File: config.mk
export PLATFORM = sky130hd
export DESIGN_NAME = pls_ctrl
export DESIGN_NICKNAME = d
export VERILOG_FILES = /design/src/positional_list_store_defines.svh /design/src/pls_pkg.sv /design/src/pls_ctrl.sv
export SDC_FILE = /design/constraint.sdc
export NUM_CORES = 1
export LEC_CHECK = 0
export BUFFER_PORTS_ARGS = -buffer_cell sky130_fd_sc_hd__buf_2
export CAP_MARGIN = 20
export CORE_AREA = 4 4 41 43
export CTS_BUF_LIST = sky130_fd_sc_hd__clkbuf_4 sky130_fd_sc_hd__clkbuf_8 sky130_fd_sc_hd__clkbuf_16
export CTS_CLUSTER_DIAMETER = 80
export DETAILED_ROUTE_END_ITERATION = 16
export DIE_AREA = 0 0 45 47
export SYNTH_ARGS = -nofsm -noshare
export SYNTH_HDL_FRONTEND = slang
export SYNTH_SLANG_ARGS = --single-unit
File: constraint.sdc
create_clock -name clk -period 1.8 [get_ports clk]
set_input_delay 0.09 -clock clk [delete_from_list [all_inputs] [get_ports clk]]
set_output_delay 0.09 -clock clk [all_outputs]
set_load 0.02 [all_outputs]
File: src/positional_list_store_defines.svh
// ----------------------------------------------------------------------------
// positional_list_store_defines
// Assertion macros for the positional list store. The bodies expect clk and
// arst_n in scope and compile away when SYNTHESIS is defined.
// ----------------------------------------------------------------------------
`ifndef POSITIONAL_LIST_STORE_DEFINES_SVH
`define POSITIONAL_LIST_STORE_DEFINES_SVH

`ifndef SYNTHESIS
// a condition that must hold at every clock edge out of reset
`define PLS_ASSERT_ALWAYS(lbl, cond, msg) \
	lbl: assert property (@(posedge clk) disable iff (!arst_n) (cond)) else $error(msg);
// a same-cycle implication
`define PLS_ASSERT_IMPL(lbl, ante, cons, msg) \
	lbl: assert property (@(posedge clk) disable iff (!arst_n) (ante) |-> (cons)) else $error(msg);
// a next-cycle implication
`define PLS_ASSERT_NEXT(lbl, ante, cons, msg) \
	lbl: assert property (@(posedge clk) disable iff (!arst_n) (ante) |=> (cons)) else $error(msg);
`else
`define PLS_ASSERT_ALWAYS(lbl, cond, msg)
`define PLS_ASSERT_IMPL(lbl, ante, cons, msg)
`define PLS_ASSERT_NEXT(lbl, ante, cons, msg)
`endif

`endif

File: src/pls_pkg.sv
`timescale 1ns / 1ps
// ----------------------------------------------------------------------------
// pls_pkg
// Shared types and codes of the positional list store: item formats,
// operation and status codes, controller command and status bundles.
// ----------------------------------------------------------------------------
package pls_pkg;

	// field widths
	localparam int OP_W    = 2;
	localparam int IDX_W   = 9;
	localparam int DATA_W  = 32;
	localparam int STAT_W  = 2;

	// store depth default and capacity reset value
	localparam int MAX_ENTRIES_DEF = 256;
	localparam logic [IDX_W-1:0] CAP_RESET = 9'd256;

	// operation codes
	localparam logic [OP_W-1:0] OP_INSERT = 2'd0;
	localparam logic [OP_W-1:0] OP_GET    = 2'd1;
	localparam logic [OP_W-1:0] OP_DELETE = 2'd2;
	localparam logic [OP_W-1:0] OP_CLEAR  = 2'd3;

	// status codes
	localparam logic [STAT_W-1:0] ST_OK    = 2'd0;
	localparam logic [STAT_W-1:0] ST_FULL  = 2'd1;
	localparam logic [STAT_W-1:0] ST_RANGE = 2'd2;

	// request item
	typedef struct packed {
		logic [OP_W-1:0]   operation;
		logic [IDX_W-1:0]  position;
		logic [DATA_W-1:0] item_value;
	} req_item_t;

	// result item
	typedef struct packed {
		logic [STAT_W-1:0] status;
		logic [DATA_W-1:0] read_value;
		logic [IDX_W-1:0]  count;
	} rsp_item_t;

	// controller to datapath commands
	typedef struct packed {
		logic load;     // latch the request and decode it
		logic rd_up;    // read cursor-1, move it to cursor, step cursor down
		logic rd_pos;   // read the entry at the position
		logic capture;  // keep the read data as the result value
		logic rd_dn;    // read cursor, move it to cursor-1, step cursor up
		logic wr_new;   // write the new value at the position
		logic finish;   // load the result register and commit the count
	} pls_cmd_t;

	// datapath to controller status
	typedef struct packed {
		logic [OP_W-1:0] dec_op;   // operation of the incoming item
		logic            dec_ok;   // incoming item will succeed
		logic            up_more;  // entries left to shift up
		logic            dn_more;  // entries left to shift down
		logic            out_busy; // result register full and stalled
	} pls_sts_t;

endpackage

File: src/pls_ctrl.sv
`timescale 1ns / 1ps
// ----------------------------------------------------------------------------
// pls_ctrl
// Sequencer of the positional list store: takes one item, steps the
// datapath through its reads and shifts, then hands over the result.
// ----------------------------------------------------------------------------
module pls_ctrl (
	input  logic                 clk,
	input  logic                 arst_n,
	input  logic                 req_valid,
	output logic                 req_stall,
	input  pls_pkg::pls_sts_t    sts,
	output pls_pkg::pls_cmd_t    cmd
);
	import pls_pkg::*;

	localparam logic [2:0] S_IDLE = 3'd0;
	localparam logic [2:0] S_UP   = 3'd1;
	localparam logic [2:0] S_INS  = 3'd2;
	localparam logic [2:0] S_RD   = 3'd3;
	localparam logic [2:0] S_CAP  = 3'd4;
	localparam logic [2:0] S_DN   = 3'd5;
	localparam logic [2:0] S_FIN  = 3'd6;

	logic [2:0]      state_q;
	logic [2:0]      state_d;
	logic [OP_W-1:0] op_q;

	assign req_stall = (state_q != S_IDLE);

	// next state and commands
	always_comb begin
		state_d = state_q;
		cmd     = '0;
		case (state_q)
			S_IDLE: begin
				if (req_valid) begin
					cmd.load = 1'b1;
					if (!sts.dec_ok || sts.dec_op == OP_CLEAR)
						state_d = S_FIN;
					else if (sts.dec_op == OP_INSERT)
						state_d = S_UP;
					else
						state_d = S_RD;
				end
			end
			S_UP: begin
				if (sts.up_more)
					cmd.rd_up = 1'b1;
				else
					state_d = S_INS;
			end
			S_INS: begin
				cmd.wr_new = 1'b1;
				state_d    = S_FIN;
			end
			S_RD: begin
				cmd.rd_pos = 1'b1;
				state_d    = S_CAP;
			end
			S_CAP: begin
				cmd.capture = 1'b1;
				state_d     = (op_q == OP_DELETE) ? S_DN : S_FIN;
			end
			S_DN: begin
				if (sts.dn_more)
					cmd.rd_dn = 1'b1;
				else
					state_d = S_FIN;
			end
			S_FIN: begin
				if (!sts.out_busy) begin
					cmd.finish = 1'b1;
					state_d    = S_IDLE;
				end
			end
			default: state_d = S_IDLE;
		endcase
	end

	// state and operation registers
	always_ff @(posedge clk or negedge arst_n) begin
		if (!arst_n) begin
			state_q <= S_IDLE;
			op_q    <= OP_INSERT;
		end else begin
			state_q <= state_d;
			if (cmd.load)
				op_q <= sts.dec_op;
		end
	end

endmodule

# [Word level (Yosys, flattened, before mapping)]
# Index checks and enable logic that the tools add are counted.
[op_classes] reduce_logical=6 muxes=19 eq_ne=12
[ops] op="$pmux 3 s7" count=1
[ops] op="$mux 3" count=5
[ops] op="$mux 1" count=11
[ops] op="$eq 3x3->1 const B" count=3
[ops] op="$ne 2x2->1 const B" count=4
[ops] op="$eq 3x2->1 const B" count=2
[ops] op="$eq 2x2->1 const B" count=2
[ops] op="$mux 2" count=2
[ops] op="$reduce_and 4->1" count=1
[ops] op="$eq 3x1->1 const B" count=1
[ops] op="$logic_not 3->1" count=1
[ops] op="$reduce_bool 3->1" count=1
[ops] op="$logic_not 2->1" count=1
[ops] op="$logic_not 1->1" count=1
[ops] op="$logic_or 1x1->1" count=1
[totals] elab_cells=39 regBits=5 in_bits=9 out_inout_bits=8

# [Longest topological paths before layout]
[depth] word_depth=5 mapped_depth=4 ltp_nobuf=3

# [Least setup slack after synthesis]
# No wires, ideal clock.
[synth_path] path_type="flip-flop to flip-flop" startpoint="register state_q[0]" endpoint="register op_q[0]" period_less_slack_ns=1.460 slack_ns=0.340 t_required_ns=1.675 setup_time_ns=0.125 path_buffers=0 stages_incl_launch_ff=4 t_arrival_ns=1.335 cell_sequence="dfrtp_1 -> or3_4 -> nor2_4 -> mux2_4"
[synth_rtl] item="start, declared" line_no="pls_ctrl.sv:25" rtl="logic [2:0] state_q;"
[synth_rtl] item="start signal, assigned" line_no="pls_ctrl.sv:87" rtl="state_q <= state_d;"
[synth_rtl] item="end signal, assigned" line_no="pls_ctrl.sv:89" rtl="op_q <= sts.dec_op;"
[synth_rtl] item="end, declared" line_no="pls_ctrl.sv:27" rtl="logic [OP_W-1:0] op_q;"

==> flow_summary.ini <==
[finish]
syn_to_final_growth_pct = 35.50
final_nets = 72
final_common_cell = buf_2
mostFrequentLayoutCells = 16 x buf_2, 5 x dfrtp_1, 4 x nand2_1
final_cell_area_um2 = 520.5
drive_gt1_frac = 0.4194
utilization = 0.4000
diodes = 0

[power]
powerDensity_nw_per_um2 = 1638
power.share.combinational = 0.560
p_leak_nw = 0.2572
clkPwrFrac = 0.153
power.internal_mw = 0.4876
p_sw_mw = 0.3649
ir_drop_uv = 761.4
swShare = 0.4280
total_power_mw = 0.8525
pwr-share-seq = 0.287

[clocking]
tritoncts = yes
cts_sinks = 5
numCtsBuffers = 3
clockBufferDepth = 2
worstSkewPairLatency_ns = 0.25
cts.clk_slew.worst_paths_ns = 0.05
htree_levels = 1
cts_root_buffer = clkbuf_4

[logic_synthesis]
synthCells = 42
syn_area_per_cell_um2 = 9.146
synth_cell_type_count = 27
syn_area_um2 = 384.1
ys_seq_elements = 5
ys_warn_count = 0
syn_nets = 51
synth-seq-area-share = 0.3257

[sta]
worstMarginPinSlew_ns = 0.3767
rsz0062_at_grt = false
slew_viol_final = 0
setup_viol = 0
relSlewSlack = 0.7489
hold_viol_final = 0
fin_crit_sh = 0.8921
timing.hold.ws_ns = 0.1152
clock.fmax_ghz = 0.6227
min_period_ns = 1.606
setup_tns_ns = 0
fin_skew_ns = 0.005606

[worst_setup_path]
startpoint_type = flip-flop
crit_chain = or3_4 > nor2_4 > buf_2
setup.worst_path.class = flip-flop to primary output
cp_slowest_cell = dfrtp_1
max_stage_delay_ns = 0.51
r2r-start = state_q[0]
cp_max_fo = 14
crit_required_ns = 1.71
setup.worst_path.start = state_q[0]
crit_arrival_ns = 1.52
end_kind = primary output

[placement]
gp_congestion = 0.7709
placed_cell_area_um2 = 483.0
hpwl_um = 758.6
portBuffers = 16

[min_path]
hold_start = sts[5]
hold_class = input pin to flip-flop

[detailed_routing]
drt_iter0_drc = 5
drtAntennaViolNets = 0
avgViaCountPerCell = 5.026
wl_per_cell_um = 12.23
vias = 387
routed_wl_um = 942
drcViolationCount = 0
drt_pass1_iterations = 3

[floorplanning]
fp.dieW_um = 45
num_rows = 13
core_area_um2 = 1301
start_util = 0.2952
die_h_um = 47
dieArea_um2 = 2115
ios = 17

[grt]
grt_pass1_vias = 363
track_usage = 0.1071
grt_max_degree = 15
grt_overflow_total = 0
grt_pass1_wl_um = 1524
antenna_found_initial = 0

[run]
cap_violations = 0

[outcome]
status = complete, no violations
[worst paths after layout]
path,end,slack [ns],cells past startpoint
min in group asynchronous,state_q[1],0.19,2
max in group asynchronous,op_q[0],1.48,2
max reg2reg,op_q[0],0.27,3
min,op_q[1],0.12,2
min reg2reg,op_q[1],0.50,1
max,cmd[6],0.19,3
[sequential cells by signal (all words and copies together) (netlist names)]
register and flops:
state_q 3, op_q 2
[layout make-up]
class | instances | area (um^2)
clock buffer | 3 | 22.52
fill | 146 | 780.7
sequential | 5 | 125.1
tap | 15 | 18.77
multi-input combinational | 31 | 232.7
inverter | 3 | 11.26
timing repair buffer | 19 | 105.1
clock inverter | 1 | 5.005
[what timing repair did]
item | 4_1_cts | 5_1_grt
resized for setup | 0 | 0
setup buffers | 0 | 0
endpoints found under the hold margin | 5 | 0
hold buffers | 1 | 0
[layer usage]
layer / share of wire / GRT usage
met1: 0.46 / 0.1287
met2: 0.41 / 0.1469
met3: 0.077 / 0.02299
met4: 0.044 / 0.1228
met5: 0 / 0
[cells by family (layout without fill, tap and decap cells)]
family                 count (synthesis)  count (layout)  synth area share
AND/OR/NAND/NOR                       21              21            0.3518
AO/OA/AOI/OAI                          7               7            0.1531
buffers and inverters                  6              26           0.06839
flip-flops                             5               5            0.3257
multiplexers                           2               2           0.07818
XOR/XNOR                               1               1           0.02281
[metrics by stage]
step	setup WS, ns	std cells
finish	0.1942	77
global route	0.09233	77
CTS	0.1875	77
detailed placement	0.2850	72
global placement	0.3168	72
floorplan	0.3397	42
[synth_stat cells]
library cell	number	area, um^2
or2_1	1	6.260
nor4b_1	1	8.760
nand3_1	1	5.000
nand4_1	1	6.260
o32ai_1	1	8.760
a221oi_1	1	8.760
nor3_1	2	10.01
and3_1	1	6.260
nor3b_1	1	7.510
a21boi_0	1	7.510
or3_4	1	11.26
o31a_1	1	8.760
o221a_1	1	11.26
xnor2_1	1	8.760
nand4bb_1	1	11.26
nor2_4	1	11.26
buf_2	3	15.01
nor2_1	1	3.750
or4_1	1	7.510
dfrtp_1	5	125.1
a311oi_1	1	8.760
o21ai_1	1	5.000
nand2b_1	2	12.51
nor2b_1	2	12.51
inv_1	3	11.26
nand2_1	4	15.01
mux2_4	2	30.03
[power groups by stage]
stage          Sequential [mW]  Clock, mW  Combinational (mW)
2_1_floorplan            0.197          0               0.395
3_3_place_gp             0.246          0               0.475
3_5_place_dp             0.247          0               0.476
4_1_cts                  0.243      0.137               0.483
5_1_grt                  0.254      0.151               0.521
6_report                 0.245      0.130               0.477
[worst max-delay path, delay by kind of cell, from the launching register on]
kind	cells	cell delay, ns
buffers and inverters	1	0.18
AND/OR/NAND/NOR	2	0.58
flip-flops	1	0.51
(Power assumes the default switching activity.)
